`src/sv/mvp_pkg.sv`:
```
// Shared types and constants for the max-visible-points block.
// No dependencies; imported by every module of the block.
package mvp_pkg;

  localparam int CORDIC_ITERS = 16;
  localparam int VIEW_W       = 9;
  localparam logic [VIEW_W-1:0] VIEW_RESET = 9'd90;
  localparam logic [VIEW_W:0]   DEG_TURN   = 10'd360;

  // atan(2^-i) in units of 2^-32 turn
  localparam logic [31:0] ATAN_TURN [CORDIC_ITERS] = '{
    32'h20000000, 32'h12E4051E, 32'h09FB385B, 32'h051111D4,
    32'h028B0D43, 32'h0145D7E1, 32'h00A2F61E, 32'h00517C55,
    32'h0028BE53, 32'h00145F2F, 32'h000A2F98, 32'h000517CC,
    32'h00028BE6, 32'h000145F3, 32'h0000A2F9, 32'h0000517D
  };

  typedef struct packed {
    logic signed [15:0] point_x;
    logic signed [15:0] point_y;
    logic               last_point;
  } mvp_in_t;

  typedef struct packed {
    logic [10:0] max_visible;
    logic        overflowed;
  } mvp_out_t;

  // control broadcast to every cell of the chain
  typedef struct packed {
    logic clear;
    logic ins_en;
    logic scan_load;
    logic scan_en;
    logic drain_en;
  } cell_ctrl_t;

endpackage

```
`src/sv/mvp_cell.sv`:
```
// One cell of the sorted angle chain: holds an angle, counts window hits
// against a circulating probe, then shifts its count out. Uses mvp_pkg.
module mvp_cell import mvp_pkg::*; #(
  parameter int ANGLE_BITS = 16,
  parameter int CW         = 11
) (
  input  logic                  clk,
  input  logic                  rst_n,
  input  cell_ctrl_t            ctrl,
  input  logic [ANGLE_BITS-1:0] ins_angle,
  input  logic [ANGLE_BITS+8:0] width,
  input  logic [ANGLE_BITS-1:0] left_angle,
  input  logic                  left_valid,
  input  logic                  left_gt,
  input  logic [ANGLE_BITS-1:0] probe_in,
  input  logic                  probe_v_in,
  input  logic [CW-1:0]         cnt_in,
  output logic [ANGLE_BITS-1:0] angle_o,
  output logic                  valid_o,
  output logic                  gt_o,
  output logic [ANGLE_BITS-1:0] probe_o,
  output logic                  probe_v_o,
  output logic [CW-1:0]         cnt_o
);
  logic [ANGLE_BITS-1:0] angle_r, angle_nxt, probe_r, probe_nxt, diff;
  logic                  valid_r, valid_nxt, probe_v_r, probe_v_nxt, gt, hit;
  logic [CW-1:0]         cnt_r, cnt_nxt;

  assign gt   = valid_r && (angle_r > ins_angle);
  assign diff = probe_r - angle_r;
  assign hit  = valid_r && probe_v_r && ({9'd0, diff} <= width);

  // sorted insert: shift right where the neighbor is larger, else take new
  always_comb begin
    angle_nxt = angle_r; valid_nxt = valid_r;
    if (ctrl.clear) begin
      valid_nxt = 1'b0;
    end else if (ctrl.ins_en) begin
      if (left_gt) begin
        angle_nxt = left_angle; valid_nxt = 1'b1;
      end else if (gt || (!valid_r && left_valid)) begin
        angle_nxt = ins_angle; valid_nxt = 1'b1;
      end
    end
  end

  // probe ring and hit counter / count drain
  always_comb begin
    probe_nxt = probe_r; probe_v_nxt = probe_v_r; cnt_nxt = cnt_r;
    if (ctrl.scan_load) begin
      probe_nxt = angle_r; probe_v_nxt = valid_r; cnt_nxt = '0;
    end else if (ctrl.scan_en) begin
      probe_nxt = probe_in; probe_v_nxt = probe_v_in;
      if (hit) cnt_nxt = cnt_r + CW'(1);
    end else if (ctrl.drain_en) begin
      cnt_nxt = cnt_in;
    end
  end

  always_ff @(posedge clk) begin
    angle_r <= angle_nxt; probe_r <= probe_nxt; cnt_r <= cnt_nxt;
    if (!rst_n) begin
      valid_r <= 1'b0; probe_v_r <= 1'b0;
    end else begin
      valid_r <= valid_nxt; probe_v_r <= probe_v_nxt;
    end
  end

  assign angle_o   = angle_r;
  assign valid_o   = valid_r;
  assign gt_o      = gt;
  assign probe_o   = probe_r;
  assign probe_v_o = probe_v_r;
  assign cnt_o     = cnt_r;

endmodule

```
`config.mk`:
```
export PLATFORM = sky130hd
export DESIGN_NAME = mvp_cell
export DESIGN_NICKNAME = d
export VERILOG_FILES = /design/src/sv/mvp_pkg.sv /design/src/sv/mvp_cell.sv
export SDC_FILE = /design/constraint.sdc
export NUM_CORES = 1
export LEC_CHECK = 0
export BUFFER_PORTS_ARGS = -buffer_cell sky130_fd_sc_hd__buf_2
export CORE_AREA = 3 3 88 90
export DETAILED_ROUTE_END_ITERATION = 6
export DIE_AREA = 0 0 91 93
export PLACE_DENSITY = 0.84
export SYNTH_ARGS = -nofsm -noshare
export SYNTH_HDL_FRONTEND = slang
export SYNTH_SLANG_ARGS = --single-unit
```
`constraint.sdc`:
```
create_clock -name clk -period 7 [get_ports clk]
set_clock_uncertainty 0.05 [all_clocks]
set_input_delay 0 -clock clk [delete_from_list [all_inputs] [get_ports clk]]
set_output_delay 0 -clock clk [all_outputs]
set_load 0.05 [all_outputs]
```
# Word-level counts from Yosys, hierarchy flattened

Index checks and enable logic that the tools add are counted.

Add/subtract/negate cells: 2
Magnitude comparators: 2
Eq/ne operators: 1
Muxes and demuxes: 11
Bitwise logic cells: 2
Reduce and logical (&&, ||, !) cells: 13

Operator list:

| cell                  | count |
|---|---|
| $mux 16               | 4 |
| $mux 11               | 3 |
| $le 16x25->1          | 1 |
| $gt 16x16->1          | 1 |
| $sub 16x16->16        | 1 |
| $add 11x1->11 const B | 1 |
| $reduce_bool 2->1     | 3 |
| $logic_and 1x1->1     | 4 |
| $mux 1                | 4 |
| $reduce_and 2->1      | 2 |
| $reduce_and 3->1      | 1 |
| $ne 2x1->1 const B    | 1 |
| $not 1->1             | 2 |
| $reduce_or 2->1       | 1 |
| $logic_not 1->1       | 1 |
| $logic_or 1x1->1      | 1 |

Flip-flop bits (word level): 45
Bits of input ports: 94
Word-level logic and storage cells: 36

# Logic depth before layout (Yosys ltp)

Word-level depth: 5
Mapped depth: 16
Depth with buffers taken out: 16

# Worst setup path before layout

Ideal clock, no wire load.

Path kind: flip-flop to flip-flop
Start point: reg angle_r[0] (netlist: angle_o[0])
End point: reg cnt_r[9] (netlist: cnt_o[9])
Setup time: 0.091 ns
Arrival time: 3.971 ns
Required time: 6.859 ns
Path slack: 2.888 ns
Cell stages (with the launch flop): 16
Path buffers: 0
Cell sequence: edfxtp_1 > ha_1 > fa_1 > nor2b_1 > o21ai_0 > a21boi_1 > o211ai_1 > a221oi_1 > xor2_1 > ha_1 > nand4_1 > nor4_4 > a21oi_1 > o31a_1 > or3_1 > a311oi_1

Longest elaborated chain between the ends: 5

RTL lines:

| item                              | RTL line       | text |
|---|---|---|
| from (decl)                       | mvp_cell.sv:25 | `logic [ANGLE_BITS-1:0] angle_r, angle_nxt, probe_r, probe_nxt, diff;` |
| from (signal assigned)            | mvp_cell.sv:61 | `angle_r <= angle_nxt; probe_r <= probe_nxt; cnt_r <= cnt_nxt;` |
| $sub 16x16->16                    | mvp_cell.sv:30 | `assign diff = probe_r - angle_r;` |
| $le 16x25->1                      | mvp_cell.sv:31 | `assign hit = valid_r && probe_v_r && ({9'd0, diff} <= width);` |
| $logic_and 1x1->1                 | mvp_cell.sv:31 |  |
| $ne 2x1->1 (no source line)       | --             |  |
| $reduce_and 2->1 (no source line) | --             |  |
| to (signal assigned)              | mvp_cell.sv:61 |  |
| to (decl)                         | mvp_cell.sv:27 | `logic [CW-1:0] cnt_r, cnt_nxt;` |

Every way passes these cells.
A chain may end at the register's enable or synchronous reset.

# Worst setup path after layout

Start point: reg angle_r[0] (netlist: angle_o[0])
End point: reg cnt_r[8] (netlist: cnt_o[8])

Same word-level chain as after synthesis.

==> metrics <==
largest net degree at the start of global routing 34; fmax 0.230 GHz; sequential area share after synthesis 32.6%; CP top delay family compound AO/OA/AOI/OAI gates; CP max stage delay 0.47 ns; type of the most critical hold path in -> reg; Max-slew headroom 55.1%; flops & latches, synth 45; Yosys top cell area share 25.6%; CP arrival 4.49 ns; maximum VDD drop 0.118 mV; GR Overflow Total 0; top post-synthesis cells by count inv_1 (57), ha_1 (48), nand2_1 (40); worst slack, placed 2.75 ns; Die Width 91 um; post-layout util 70.8%; PwrDens 176 mW/mm^2; Pre-antenna DRT Iters 5; Starting Density 52.5%; HP Start ins_angle[0]; leakage power 2.49 nW; layout cells sized above 1 29.8%; CP Class reg -> reg; DRC errors left 0; most frequent CP cell ha_1; Die H 93 um; max cap viols 0; Reg2Reg Depth 15; Tot GR Track Use 25.6%; wirelength, routed 11.1 mm; clk_lat worst skew 0.30 ns; Gate Count Post-Synth 418; CTS root buffer clkbuf_8; unrepaired setup endpoints after global routing no; Antenna Nets Post-Route 0; diode count 0; Final WS setup 2.65 ns; r2r endpoint cnt_o[8]; via count 3787; Iter 0 DRT Violations 143; hold path cells 2; FFs w/ async S/R, synth 0%; CP cell instances ha_1, fa_1, nor2b_1, o21ai_0, a21boi_1, o211ai_1, a221oi_1, xor2_1, ha_1, nand4_1, nor4_4, o31a_2, o31a_1, nand2_1, o221a_2; GP Congestion 0.860; Tcrit/Tclk final 62.1%; Worst-Margin Slew 0.672 ns; WL/cell 16.1 um; global-route wire length before repair 17.7 mm; Finish-stage setup viols 0; ys flop type edfxtp_1; Fillers 580; WP data required 7.14 ns; IO buf count 139; clk sinks 45; worst-path fanout max 10; syn_nets 561; Die ar. 0.00846 sq mm; Critical path buffers and inverters 0; synth top area cells edfxtp_1 (26%), ha_1 (16%), dfxtp_1 (6.9%), inv_1 (5.7%), mux2_2 (5.1%); total clock buffers created by CTS 5; P&R area growth vs syn 34.7%; crit start category flop; reg2reg start angle_o[0]; Mean Syn Cell Area 8.97 sq um; Period minus WS final 4.35 ns; Clk pin slew, worst setup/hold paths 0.09 ns; post-route setup TNS 0 ns; Pwr Total 0.890 mW; H-tree Lvls 2; Worst path slowest cell edfxtp_1; Post-synth EDFFs 32; core area 0.00714 sq mm; Yosys warnings 0; status complete, no violations; Cell Area, Synth 0.00375 sq mm; Vias per Instance 5.47; fin. max-slew vios 0; Row Count 31; r2r setup slk 2.65 ns; most frequent cell after synthesis inv_1; CP Capture Type flop; Hold Crit Endpoint angle_o[0]; via count of the first global-routing pass 3803; I/O pins 140; Synth area leader edfxtp_1; Longest Clk Path Bufs 2; initial antenna violation count 0; CTS tree done; final hold violations 0; Post-DP HPWL 8.12 mm; hold slack 0.00888 ns; Nets 735; Cell variety after synth 59
==> worst max path at each step <==
stage	depth (start not counted)	endpoint	start
finish	15	cnt_o[8]	angle_o[0]
global route	15	cnt_o[0]	angle_o[0]
CTS	15	cnt_o[7]	angle_o[0]
detailed placement	15	cnt_o[8]	angle_o[0]
global placement	15	cnt_o[8]	angle_o[0]
floorplan	15	cnt_o[9]	angle_o[0]
==> power breakdown <==
part	total [mW]	internal [mW]	switching (mW)	leakage [nW]
logic	0.333	0.135	0.199	2.00
registers	0.322	0.306	0.0165	0.419
clock network	0.235	0.142	0.0932	0.0643
total	0.890	0.582	0.308	2.49
==> kinds of logic (layout without fill, tap and decap cells) <==
group                      Yosys count  count (layout)  synth area share [%]
DFF                                 45              45                  32.6
xor gates and xnor gates            14              14                  3.27
buffers and inverters               68             243                  6.81
AOI/OAI and AO/OA                  109             109                  19.4
muxes                               20              20                  5.91
adders and majority gates           49              49                  16.6
and+or+nand+nor                    113             113                  15.5
==> flip-flops by register name, indices dropped and copies added (netlist names) <==
signal,flops
cnt_o,11
angle_o,16
probe_v_o,1
probe_o,16
valid_o,1
==> per-stage QoR <==
stage / area, sq um / cells
final: 5050 / 692
after global routing: 5050 / 692
after global placement: 4550 / 647
after detailed placement: 4550 / 647
after CTS: 5050 / 692
after floorplan: 3750 / 418
==> per-layer routing <==
layer  global-route usage [%]  vias up  share of wire [%]
li1                         -     1861                  -
met4                     7.79        0                1.7
met5                        0        -                  0
met3                     3.94       18                5.3
met1                     30.3     1767                 41
met2                     47.7      141                 52
==> area by class of cell <==
| type | count | area, sq um | area share (%) |
|---|---|---|---|
| multi-input cells | 305 | 2280 | 45.2 |
| well taps | 99 | 124 | 2.45 |
| inverters | 58 | 218 | 4.31 |
| flip-flops and latches | 45 | 1220 | 24.2 |
| clock inverters | 3 | 65.1 | 1.29 |
| clock buffers | 5 | 68.8 | 1.36 |
| repair buffers | 177 | 1070 | 21.3 |
==> cell usage in the layout, fill, tap and decap left out, types with 17 or more instances in the layout <==
cell type | Yosys | final
buf_2 | 0 | 139
nor2_1 | 20 | 20
edfxtp_1 | 32 | 32
nand2_1 | 40 | 40
dlygate4sd3_1 | 0 | 37
inv_1 | 57 | 57
mux2_2 | 17 | 17
ha_1 | 48 | 48
o21ai_0 | 28 | 28
a21oi_1 | 26 | 26
==> what timing repair did <==
item                      CTS  global route
hold buffers               37             0
buffers inserted            0             0
gates resized for setup     0             0
hold endpoints to repair   35             0
(Power assumes the default switching activity.)
