File: src/sv/mvp_pkg.sv
// Shared types and constants for the max-visible-points block.
// No dependencies; imported by every module of the block.
package mvp_pkg;

  localparam int CORDIC_ITERS = 16;
  localparam int VIEW_W       = 9;
  localparam logic [VIEW_W-1:0] VIEW_RESET = 9'd90;
  localparam logic [VIEW_W:0]   DEG_TURN   = 10'd360;

  // atan(2^-i) in units of 2^-32 turn
  localparam logic [31:0] ATAN_TURN [CORDIC_ITERS] = '{
    32'h20000000, 32'h12E4051E, 32'h09FB385B, 32'h051111D4,
    32'h028B0D43, 32'h0145D7E1, 32'h00A2F61E, 32'h00517C55,
    32'h0028BE53, 32'h00145F2F, 32'h000A2F98, 32'h000517CC,
    32'h00028BE6, 32'h000145F3, 32'h0000A2F9, 32'h0000517D
  };

  typedef struct packed {
    logic signed [15:0] point_x;
    logic signed [15:0] point_y;
    logic               last_point;
  } mvp_in_t;

  typedef struct packed {
    logic [10:0] max_visible;
    logic        overflowed;
  } mvp_out_t;

  // control broadcast to every cell of the chain
  typedef struct packed {
    logic clear;
    logic ins_en;
    logic scan_load;
    logic scan_en;
    logic drain_en;
  } cell_ctrl_t;

endpackage

File: src/sv/mvp_cordic.sv
// Iterative vectoring CORDIC: polar angle of a point as a fraction of a turn.
// Depends on mvp_pkg (arctangent table).
module mvp_cordic import mvp_pkg::*; #(
  parameter int ANGLE_BITS = 16
) (
  input  logic                  clk,
  input  logic                  rst_n,
  input  logic                  start,
  input  logic signed [15:0]    x_in,
  input  logic signed [15:0]    y_in,
  output logic                  done,
  output logic [ANGLE_BITS-1:0] angle
);
  localparam int SH = 32 - ANGLE_BITS;
  localparam logic [31:0] RND = (SH > 0) ? (32'd1 << (SH - 1)) : 32'd0;

  logic signed [33:0] x_r, x_nxt, y_r, y_nxt, x0, y0;
  logic [31:0] z_r, z_nxt, z_rnd;
  logic [3:0]  it_r, it_nxt;
  logic        run_r, run_nxt, org_r, org_nxt, done_r, done_nxt;
  logic signed [33:0] xs, ys;

  assign x0 = 34'(x_in) <<< 14;
  assign y0 = 34'(y_in) <<< 14;
  assign xs = x_r >>> it_r;
  assign ys = y_r >>> it_r;

  // one micro-rotation per cycle
  always_comb begin
    x_nxt = x_r; y_nxt = y_r; z_nxt = z_r; it_nxt = it_r;
    run_nxt = run_r; org_nxt = org_r; done_nxt = 1'b0;
    if (start) begin
      org_nxt = (x_in == 16'sd0) && (y_in == 16'sd0);
      run_nxt = 1'b1;
      it_nxt  = '0;
      if (x_in < 16'sd0) begin
        x_nxt = -x0; y_nxt = -y0; z_nxt = 32'h80000000;
      end else begin
        x_nxt = x0; y_nxt = y0; z_nxt = '0;
      end
    end else if (run_r) begin
      if (y_r > 34'sd0) begin
        x_nxt = x_r + ys; y_nxt = y_r - xs; z_nxt = z_r + ATAN_TURN[it_r];
      end else begin
        x_nxt = x_r - ys; y_nxt = y_r + xs; z_nxt = z_r - ATAN_TURN[it_r];
      end
      it_nxt = it_r + 4'd1;
      if (it_r == 4'(CORDIC_ITERS - 1)) begin
        run_nxt  = 1'b0;
        done_nxt = 1'b1;
      end
    end
  end

  always_ff @(posedge clk) begin
    x_r <= x_nxt; y_r <= y_nxt; z_r <= z_nxt; it_r <= it_nxt; org_r <= org_nxt;
    if (!rst_n) begin
      run_r <= 1'b0; done_r <= 1'b0;
    end else begin
      run_r <= run_nxt; done_r <= done_nxt;
    end
  end

  // round to the output width; origin forced to zero
  assign z_rnd = z_r + RND;
  assign done  = done_r;
  assign angle = org_r ? '0 : z_rnd[31 -: ANGLE_BITS];

endmodule

File: config.mk
export PLATFORM = sky130hd
export DESIGN_NAME = mvp_cordic
export DESIGN_NICKNAME = d
export VERILOG_FILES = /design/src/sv/mvp_pkg.sv /design/src/sv/mvp_cordic.sv
export SDC_FILE = /design/constraint.sdc
export NUM_CORES = 1
export LEC_CHECK = 0
export BUFFER_PORTS_ARGS = -buffer_cell sky130_fd_sc_hd__buf_2
export CORE_UTILIZATION = 45
export CTS_CLUSTER_SIZE = 28
export DETAILED_ROUTE_END_ITERATION = 8
export GPL_TIMING_DRIVEN = 0
export HOLD_SLACK_MARGIN = 0.15
export PLACE_DENSITY = 0.61
export REMOVE_ABC_BUFFERS = 1
export SLEW_MARGIN = 5
export SYNTH_ARGS = -nofsm -noshare
export SYNTH_HDL_FRONTEND = slang
export SYNTH_SLANG_ARGS = --single-unit
export TNS_END_PERCENT = 100
File: constraint.sdc
create_clock -name clk -period 8.95 [get_ports clk]
set_input_delay 2.2375 -clock clk [delete_from_list [all_inputs] [get_ports clk]]
set_output_delay 2.2375 -clock clk [all_outputs]
set_load 0.03 [all_outputs]
After elaboration in Yosys (flattened, before gate mapping)
Memories as Yosys holds them, arrays and structs flattened. Index checks and enable logic that the tools add are counted. W data, S select, Z words.

Flip-flop bits (word level): 107. Bits in read-only memories: 512. Output and inout bits: 17. Memories: 1.

$add $sub $neg: 10. Magnitude comparators: 3. Equality and inequality tests: 1. Shifts and indexed selects: 2. Muxes and demuxes: 19. Bitwise logic cells: 3. Reductions and logical operators: 5.

Memory list: (name not given) (depth 16, width 32, read ports 1, clocked after memory_dff 0, wr ports 0, line mvp_cordic.sv:45) `x_nxt = x_r - ys; y_nxt = y_r + xs; z_nxt = z_r - ATAN_TURN[it_r];`.

Operators with widths (count): $mux W34 (8); $mux W32 (6); $add A34 B34 Y34 (2); $neg A30 Y34 (2); $sshr A34 B4 Y34 (2); $sub A34 B34 Y34 (2); $gt A34 B1 Y1 const B (1); $add A32 B16 Y32 const B (1); $add A32 B32 Y32 (1); $logic_not A16 Y1 (2); $sub A32 B32 Y32 (1); $lt A16 B1 Y1 const B (1); $mux W16 (1); $ge A5 B5 Y1 const B (1); $not A4 Y5 (1); $add A4 B1 Y4 const B (1); $eq A4 B4 Y1 const B (1); $mux W1 (4); $reduce_or A3 Y1 (1); $not A1 Y1 (2); $reduce_bool A2 Y1 (1); $logic_and A1 B1 Y1 (1).

Logic depth before layout (Yosys ltp)
Gate-level depths: netlist of the first run.

Word-level depth: 8. Mapped depth: 28.

Least setup slack after synthesis of the first run
Ideal clock, no wire load.

Path kind: register to register. Start: reg it_r[0]. End: reg z_r[30] (data pin). Setup time: 0.278 ns. Arrival time: 6.214 ns. Required time: 8.672 ns. Slack: 2.458 ns. Cell stages (with the launch flop): 26. Buffers on the path: 5. Period minus slack after synthesis: 6.492 ns. Path through: dfxtp_1 > clkbuf_1 > inv_2 > buf_1 > buf_2 > buf_1 > clkbuf_1 > ha_1 > nor2b_1 > o31ai_1 > nand3_1 > or3_1 > nor3_1 > and3b_1 > a31oi_2 > xor2_1 > ha_1 > and3_1 > nand2_1 > or4_1 > a21oi_1 > nand3b_1 > nor4bb_1 > nor2_1 > mux2i_1 > o311ai_0.

Word-level cells in the longest chain between the ends: 8. Elaborated cells on any way between the ends: 9. Classes of those cells: 2 x add/sub; 5 x mux; 1 x bitwise; 1 x memory.

Ends and longest elaborated chain: start: declaration (line mvp_cordic.sv:19) `logic [3:0] it_r, it_nxt;`; start signal: assignment (line mvp_cordic.sv:56) `x_r <= x_nxt; y_r <= y_nxt; z_r <= z_nxt; it_r <= it_nxt; org_r <= org_nxt;`; $not A4 Y5 (not written as such) (*) (line mvp_cordic.sv:43, mvp_cordic.sv:45); $mem_v2 Z16 W32 (*); $mux W32 (not written as such) (*) (2 in series) (line mvp_cordic.sv:45); $sub A32 B32 Y32 / $add A32 B32 Y32 (equally long branches) (line mvp_cordic.sv:45, mvp_cordic.sv:43); $mux W32 (*) (line mvp_cordic.sv:42) `if (y_r > 34'sd0) begin`; $mux W32 (*) (line mvp_cordic.sv:41) `end else if (run_r) begin`; $mux W32 (*) (line mvp_cordic.sv:32) `if (start) begin`; end signal: assignment (line mvp_cordic.sv:56); end: declaration (line mvp_cordic.sv:18) `logic [31:0] z_r, z_nxt, z_rnd;`.

Every way passes the cells marked *; elsewhere a longest branch is shown, timed or not. The select of a mux whose other input is x is not followed. A chain may end at the register's enable or synchronous reset.

Worst setup path in the final report of the first run
Ends and elaborated chain as after synthesis.

==> results.md, run 1 <==
Run status:
- The run finished with clean final reports.

Yosys:
- Of the synthesized area, sequential elements account for 0.2004.
- During synthesis, Yosys emitted a total of 0 warnings.
- The number of instances in the synthesized netlist is 1854.
- The primary flip-flop cell chosen by synthesis mapping is sky130_fd_sc_hd__edfxtp_1.
- The synthesized-area fraction occupied by xor and xnor cells is 0.1108.
- The share of synthesized area in the top cell type comes to 0.1928.
- The mean area per synthesized cell is 8.486 sq um.
- The synthesized design contains 101 enable-type register cells.
- The largest family of logic cells by synthesized area is simple AND/OR/NAND/NOR gates.
- The post-synthesis mux area share is 0.1731.
- Synthesis inferred 107 register bits.
- Ranked by total cell area, the synthesized netlist is headed by sky130_fd_sc_hd__edfxtp_1, sky130_fd_sc_hd__mux4_2, sky130_fd_sc_hd__ha_1, sky130_fd_sc_hd__xnor2_1, sky130_fd_sc_hd__xor2_1.
- The summed instance area of the synthesized netlist is 15730 sq um.
- Of the total synthesized cell area, the portion taken by full adders, half adders and majority gates is 0.09050.
- The fraction of registers with async set/reset is 0.
- Of the total synthesized cell area, the portion taken by AND, OR, NAND and NOR gates is 0.1937.
- The synthesized netlist contains 90 unique library cells.
- The fraction of the mapped netlist area in compound gates is 0.1934.
- The cell accounting for the most synthesized area is sky130_fd_sc_hd__edfxtp_1.

STA:
- The total count of max-transition violations in the final report is 0.
- Setup repair after global routing left no endpoint under its margin.
- The count of final hold-check violations is 0.
- After layout, the worst setup slack is 2.106 ns.
- The clock arrives with 0.01669 ns of skew.
- Headroom to the max-slew limit came out at 0.2093.
- Dividing the final minimum period by the clock period gives 0.7647.
- After layout, the minimum clock period comes to 6.844 ns.
- For the pin with the worst max-slew slack, the measured transition is 1.186 ns.
- Timing would allow up to 146.1 MHz.
- Setup violations remaining at the end of the flow were counted as 0.

Clock tree:
- TritonCTS built the clock tree.
- The quantity of hold-fixing buffers added after cts is 0.
- The clock tree synthesis step divided the H-tree into 3 levels.
- The post-CTS setup buffer count is 0.
- Counting the buffers created by CTS gives 9.
- The tree is rooted in a sky130_fd_sc_hd__clkbuf_16.
- The number of clock sinks is 107.
- The maximum root-to-sink buffer count is 2.
- The clock latency at the later pin of the worst-skew pair is 0.40 ns.
- The quantity of gates resized following cts is 0.
- The clock transition at the registers of the reported paths is 0.09 ns.

Detailed routing:
- The number of nets with antenna violations after detailed routing is 0.
- Dividing the detail-routed wire length by the instance count gives 19.45 um.
- For this block, the routed nets add up to 44.59 mm of wire.
- The number of iterations in the first detailed-routing pass is 6.
- The residual DRC count is 0.
- The via density per instance is 6.212.
- After the first detailed-routing iteration, the DRC count stood at 1113.
- The number of vias after detailed routing is 14240.

Setup path:
- The kind of start point of the critical path is a flip-flop.
- The worst-path maximum fanout is 53.
- The register-to-register setup slack is 2.11 ns.
- The worst register-to-register path ends at z_r[30].
- The category of the most critical setup path is reg -> reg.
- The beginning of the worst register-to-register path is it_r[0].
- Data on the critical path is required at its endpoint by 9.08 ns.
- Measured in cells, the most critical reg-to-reg path has a length of 21.
- STA classifies the critical path endpoint as a flip-flop.
- The data arrival at the endpoint of the critical path is 6.97 ns.

Cells and area:
- The utilization of the core after routing is 0.4841.
- Once layout is done, the placed cells without fillers occupy 16680 sq um.
- The count of antenna diodes in the layout is 0.
- The filler cells instantiated in the layout total 3378.
- For this run, the post-layout net count is 1979.
- Relative to the synthesized area, the layout overhead comes to 6.028%.
- Of the cells placed in the final design, the portion with a size suffix greater than 1 is 0.1198.

Worst hold path:
- The sink of the worst hold path is done.
- The worst hold path begins at run_r.
- Counting instances, the worst hold path has a depth of 2.
- The type of the worst min-delay path is reg -> reg.

Floorplanning:
- From bottom edge to top edge, the die measures 189.0 um.
- The region available for standard cell placement spans 34460 sq um.
- The chip width is 189.0 um.
- The number of primary I/O pins is 52.
- For this configuration, the core starts out at a cell density of 0.4566.
- The die covers 35720 sq um.
- The floorplan has 68 rows.

Global route:
- The first global-routing pass estimated 71.62 mm of wire.
- Across every metal layer, demand over resource in global routing totals 0.2507.
- The number of antenna violations at the first check in global routing is 0.
- The via count of the first global-routing pass was 13520.
- Entering global routing, the biggest net connects 74 pins.
- The overflow left after global routing is 0.

Placed design:
- The half-perimeter wire length after placement is 33.32 mm.
- Summing all placed instances gives a cell area of 16370 sq um.
- The final estimated routing congestion in global placement is 0.9157.
- The worst slack at placement is 1.851 ns.
- Port buffering added 51 buffers.

Run:
- The number of maximum-capacitance constraint violations is 0.
[flip-flops by register name (all words and copies together) (netlist names)]
| name | flops |
|---|---|
| x_r | 34 |
| y_r | 34 |
| z_r | 32 |
| it_r | 4 |
| done | 1 |
| org_r | 1 |
| run_r | 1 |
[worst max path at each step]
stage | startpoint | to | slack, ns
after floorplan | it_r[1] | z_r[30] | 0.55
after global placement | it_r[3] | y_r[33] | -1.86
after detailed placement | y_r[29] | y_r[32] | 1.85
after CTS | y_r[29] | y_r[32] | 1.80
after global routing | it_r[0] | z_r[30] | 1.67
final | it_r[0] | z_r[30] | 2.11
[cells in the final DEF, fill, tap and decap left out, types with 6 or more instances in the layout]
master / instances
sky130_fd_sc_hd__nor2_1: 186
sky130_fd_sc_hd__nand2_1: 184
sky130_fd_sc_hd__a21oi_1: 145
sky130_fd_sc_hd__o21ai_0: 114
sky130_fd_sc_hd__xnor2_1: 112
sky130_fd_sc_hd__ha_1: 109
sky130_fd_sc_hd__edfxtp_1: 101
sky130_fd_sc_hd__xor2_1: 87
sky130_fd_sc_hd__mux2i_1: 64
sky130_fd_sc_hd__mux4_2: 61
sky130_fd_sc_hd__buf_2: 50
sky130_fd_sc_hd__mux2_2: 47
sky130_fd_sc_hd__a21o_1: 46
sky130_fd_sc_hd__inv_1: 41
sky130_fd_sc_hd__nor3_1: 35
sky130_fd_sc_hd__nand3_1: 32
sky130_fd_sc_hd__nand4_1: 27
sky130_fd_sc_hd__and3_1: 27
sky130_fd_sc_hd__or3_1: 25
sky130_fd_sc_hd__a211oi_1: 22
sky130_fd_sc_hd__a31oi_1: 21
sky130_fd_sc_hd__nor2b_1: 19
sky130_fd_sc_hd__o31ai_1: 18
sky130_fd_sc_hd__o21a_1: 17
sky130_fd_sc_hd__nand2b_1: 17
sky130_fd_sc_hd__and2_1: 15
sky130_fd_sc_hd__nor4_1: 14
sky130_fd_sc_hd__o21bai_1: 14
sky130_fd_sc_hd__o211ai_1: 13
sky130_fd_sc_hd__clkbuf_16: 9
sky130_fd_sc_hd__o21ai_1: 8
sky130_fd_sc_hd__or2_2: 7
sky130_fd_sc_hd__or4_1: 7
sky130_fd_sc_hd__mux4_1: 6
sky130_fd_sc_hd__nor3b_1: 6
sky130_fd_sc_hd__o22ai_1: 6
sky130_fd_sc_hd__buf_16: 6
[worst max-delay path, stage by stage, from the launching register on]
cell and delay [ns]:
sky130_fd_sc_hd__dfxtp_4 0.45, sky130_fd_sc_hd__inv_2 0.86, sky130_fd_sc_hd__ha_1 0.48, sky130_fd_sc_hd__nor2b_1 0.22
sky130_fd_sc_hd__o31ai_1 0.41, sky130_fd_sc_hd__nand3_1 0.14, sky130_fd_sc_hd__or3_1 0.45, sky130_fd_sc_hd__nor3_1 0.28
sky130_fd_sc_hd__and3b_1 0.24, sky130_fd_sc_hd__a31oi_2 0.27, sky130_fd_sc_hd__xnor2_1 0.32, sky130_fd_sc_hd__ha_1 0.34
sky130_fd_sc_hd__a21o_1 0.20, sky130_fd_sc_hd__a21o_1 0.17, sky130_fd_sc_hd__a21oi_1 0.19, sky130_fd_sc_hd__o21ai_0 0.11
sky130_fd_sc_hd__a2111oi_0 0.51, sky130_fd_sc_hd__nand3b_1 0.23, sky130_fd_sc_hd__nor4bb_1 0.21, sky130_fd_sc_hd__nor2_1 0.15
sky130_fd_sc_hd__mux2i_1 0.20, sky130_fd_sc_hd__o311ai_0 0.14
[routing by layer]
layer,wire (um),global-route usage,share of wire
met4,1326,0.1014,0.030
met3,1977,0.03021,0.044
met1,20140,0.3285,0.45
met2,21150,0.4186,0.47
met5,0,0,0
[through the flow]
step / hold slack [ns] / setup TNS, ns / instances
2_1_floorplan: 0.5081 / 0 / 1762
3_3_place_gp: 0.5983 / -61.09 / 2268
3_5_place_dp: 0.6204 / 0 / 2276
4_1_cts: 0.6375 / 0 / 2292
5_1_grt: 0.6950 / 0 / 2292
6_report: 0.6255 / 0 / 2292
[logic make-up after synthesis]
group,after synthesis
buffers and inverters,139
multiplexers,180
adder cells (fa/ha/maj),112
XOR/XNOR,199
AND/OR/NAND/NOR,630
AO/OA/AOI/OAI,487
flip-flops,107
[synthesized netlist by cell type (15+ instances only)]
cell type and count:
sky130_fd_sc_hd__or3_1 25, sky130_fd_sc_hd__inv_1 42, sky130_fd_sc_hd__a21oi_1 145, sky130_fd_sc_hd__and2_1 15
sky130_fd_sc_hd__mux4_2 61, sky130_fd_sc_hd__clkbuf_1 49, sky130_fd_sc_hd__mux2_2 47, sky130_fd_sc_hd__o21a_1 17
sky130_fd_sc_hd__nand3_1 32, sky130_fd_sc_hd__and3_1 27, sky130_fd_sc_hd__o21ai_0 114, sky130_fd_sc_hd__xor2_1 87
sky130_fd_sc_hd__nor2b_1 19, sky130_fd_sc_hd__edfxtp_1 101, sky130_fd_sc_hd__a31oi_1 21, sky130_fd_sc_hd__nor2_1 187
sky130_fd_sc_hd__mux2i_1 64, sky130_fd_sc_hd__a211oi_1 22, sky130_fd_sc_hd__nand2_1 184, sky130_fd_sc_hd__ha_1 109
sky130_fd_sc_hd__nor3_1 36, sky130_fd_sc_hd__nand2b_1 17, sky130_fd_sc_hd__buf_1 21, sky130_fd_sc_hd__nand4_1 27
sky130_fd_sc_hd__o31ai_1 18, sky130_fd_sc_hd__a21o_1 46, sky130_fd_sc_hd__xnor2_1 112
[layout make-up]
type / count / area [sq um] / share of cell area
well taps: 455 / 569.3 / 0.03413
clock buffers: 9 / 225.2 / 0.01350
clock inverters: 7 / 82.58 / 0.004950
multi-input cells: 1608 / 12000 / 0.7191
inverters: 47 / 177.7 / 0.01065
repair buffers: 59 / 462.9 / 0.02775
flip-flops and latches: 107 / 3168 / 0.1899
Power of run 1 is left out: the tool's default activity adds up to more than one toggle a clock period on the data nets, which glitch-free logic cannot reach.
==> run 2: changes to the inputs <==
- PLACE_DENSITY: 0.61 -> 0.63
- clock period: 8.95 -> 6.04 ns (I/O delays scaled with it)
==> results.md, run 2 (same netlist as run 1, synthesis figures left out) <==
Setup path:
- The most critical setup path has its endpoint at x_r[33].
- The kind of start point of the critical path is a flip-flop.
- The beginning of the worst register-to-register path is it_r[1].
- The data required time at the worst endpoint is 6.16 ns.
- The category of the most critical setup path is reg -> reg.
- The worst-path maximum fanout is 11.
- In this design, the stage delay of the slowest critical-path cell is 0.52 ns.
- Tracing the worst setup path back leads to its startpoint at it_r[1].
- Measured in cells, the most critical reg-to-reg path has a length of 23.
- For the worst setup path, the data arrival time is 5.91 ns.
- The endpoint of the worst-slack reg-to-reg timing path is x_r[33].
- The sort of element at the end of the critical path is a flip-flop.
- Walking the worst path, the cells encountered are inv_2 > mux2_2 > or2_2 > and2_1 > a21o_1 > ha_1 > nor2b_4 > and3_2 > nor2b_2 > and2_4 > a21oi_1 > xor2_1 > ha_1 > or4_1 > a221oi_2 > a21oi_1 > or3_1 > o211ai_1 > nand4_1 > nand2_2 > o221ai_1 > xnor2_1 > nor2_1.
- The register-to-register setup slack is 0.25 ns.
- The highest-delay cell along the critical path is sky130_fd_sc_hd__or4_1.

Clock tree:
- The quantity of hold-fixing buffers added after cts is 0.
- The clock passes through at most 2 buffers.
- After clock tree synthesis, the clock-pin slew on the worst setup and hold paths is 0.08 ns.
- The clock drives 107 sinks.
- The TritonCTS clock tree is done.
- In this run the number of H-tree levels came out at 3.
- The clock latency at the later pin of the worst-skew pair is 0.40 ns.
- The clock buffer count from CTS is 9.
- The tree is rooted in a sky130_fd_sc_hd__clkbuf_16.

STA:
- The worst hold slack is 0.6128 ns.
- The tightest slew margin relative to the limit is 0.4053.
- The total count of max-transition violations in the final report came to 0.
- The fmax is 172.7 MHz.
- The count of final hold-check violations is 0.
- The clock skew is 0.01848 ns.
- For the pin with the worst max-slew slack, the measured transition is 0.8887 ns.
- Dividing the final minimum period by the clock period gives 0.9587.
- Setup violations remaining at the end of the flow were counted as 0.
- The post-route minimum period is 5.791 ns.

Detailed routing:
- Once detail routing completed, the nets flagged for antenna violations numbered 0.
- The wire length per cell after detailed routing is 19.73 um.
- The number of iterations in the first detailed-routing pass is 5.
- Dividing the detail-routed via count by the number of cells gives 6.230.
- After detailed routing, the total wire length is 45.88 mm.
- The final route contains 14480 vias.
- In the routed design, unresolved DRC markers number 0.
- The detailed router finished its first iteration with 1282 violations.

Global route:
- The number of antenna violations at the first check in global routing is 0.
- The via count of the first global-routing pass is 13800.
- Across every metal layer, demand over resource in global routing totals 0.2542.
- Entering global routing, the biggest net connects 73 pins.
- The wire length of the first global-routing pass is 72.53 mm.
- The overflow left after global routing is 0.

Floorplanning:
- After floorplanning, the core was divided into 68 placement rows.
- The starting density of the core is 0.4566.
- The floorplan step defined a core boundary enclosing 34460 sq um.
- The number of primary I/O pins is 52.
- The die is 189.0 um tall.
- The floorplan step defined a die boundary enclosing 35720 sq um.
- The chip width is 189.0 um.

Placed design:
- The half-perimeter wire length after placement is 33.13 mm.
- Routability-driven placement finished with a final weighted congestion of 0.9113.
- The number of buffers added on ports is 51.

Cells and area:
- The final-stage net count is 2012.
- In the final layout, the registers with the most flip-flops are x_r x34, y_r x34, z_r x32.
- The library cells used most frequently in the layout, excluding fill and tap cells, are sky130_fd_sc_hd__nor2_1, sky130_fd_sc_hd__nand2_1, sky130_fd_sc_hd__a21oi_1.
- The fraction of layout instances using a drive strength above 1 is 0.1519.
- The area growth from synthesis to layout is 9.702%.
- Leaving out fill and tap cells, the most frequent cell in the layout is sky130_fd_sc_hd__nor2_1.
- Fill cells in the final layout number 3254.
- The repair_antennas step left the layout with diodes totalling 0.

Worst hold path:
- In this run the worst hold path is classified as reg -> reg.

Run status:
- The flow ran to the end, and the final reports show no timing, DRC or antenna violations.

Run:
- Across the run, the number of max-cap violations was 0.
==> run 2: cell count changes in the layout (fill, tap and decap cells not counted), moves of 3 or more <==
| cell | before | now |
|---|---|---|
| sky130_fd_sc_hd__buf_4 | 1 | 23 |
| sky130_fd_sc_hd__buf_12 | 2 | 5 |
| sky130_fd_sc_hd__bufbuf_16 | 0 | 3 |
| sky130_fd_sc_hd__nor4_1 | 14 | 10 |
| sky130_fd_sc_hd__mux4_1 | 6 | 2 |
| sky130_fd_sc_hd__mux4_2 | 61 | 65 |
| sky130_fd_sc_hd__clkbuf_16 | 9 | 12 |
| sky130_fd_sc_hd__nor4_2 | 0 | 4 |
==> run 2: worst min-delay path by stage <==
stage                     start   end  slack, ns  cells after the start
final                     run_r  done       0.61                      2
after global placement    run_r  done       0.61                      2
after floorplan           run_r  done       0.51                      2
after CTS                 run_r  done       0.63                      2
after global routing      run_r  done       0.66                      2
after detailed placement  run_r  done       0.62                      2
==> run 2: stage by stage <==
stage                       util  worst slack, ns  TNS (ns)  cells  area, sq um
after floorplan                -           -2.362   -108.53   1762        15310
after global placement    0.4683           -4.766   -311.85   2268        16140
after detailed placement  0.4754          -0.9372    -18.06   2277        16380
after CTS                 0.4920          0.01287         0   2309        16950
after global routing      0.5009         -0.04332  -0.08236   2325        17260
final                     0.5009           0.2493         0   2325        17260
==> run 2: layout make-up <==
class / count / area (sq um) / share of cell area
inverters: 47 / 207.7 / 0.01203
clock buffers: 11 / 232.7 / 0.01348
repair buffers: 92 / 870.8 / 0.05045
flip-flops and latches: 107 / 3168 / 0.1835
well taps: 455 / 569.3 / 0.03298
clock inverters: 5 / 61.31 / 0.003552
multi-input cells: 1608 / 12150 / 0.7040
==> run 2: what timing repair did <==
action | 4_1_cts | 5_1_grt
pin swaps | 3 | 8
endpoints found under the setup margin | 44 | 25
buffers inserted | 13 | 13
gates resized for setup | 12 | 37
gates cloned | 3 | 3
==> run 2: per-layer routing <==
metal	global-route usage	share of wire	wire length, um
met1	0.3303	0.43	19720
met2	0.4283	0.48	22200
met3	0.02743	0.055	2534
met4	0.1067	0.031	1426
met5	0	0	0
==> run 2: worst max-delay path, delay by kind of cell, from the launching register on <==
kind | cells | cell delay (ns)
flops | 1 | 0.40
fa+ha+maj | 2 | 0.44
simple gates | 11 | 2.53
buf+inv | 1 | 0.29
mux | 1 | 0.40
xor+xnor | 2 | 0.29
compound gates | 6 | 1.18
Power of run 2 is left out for the same reason.
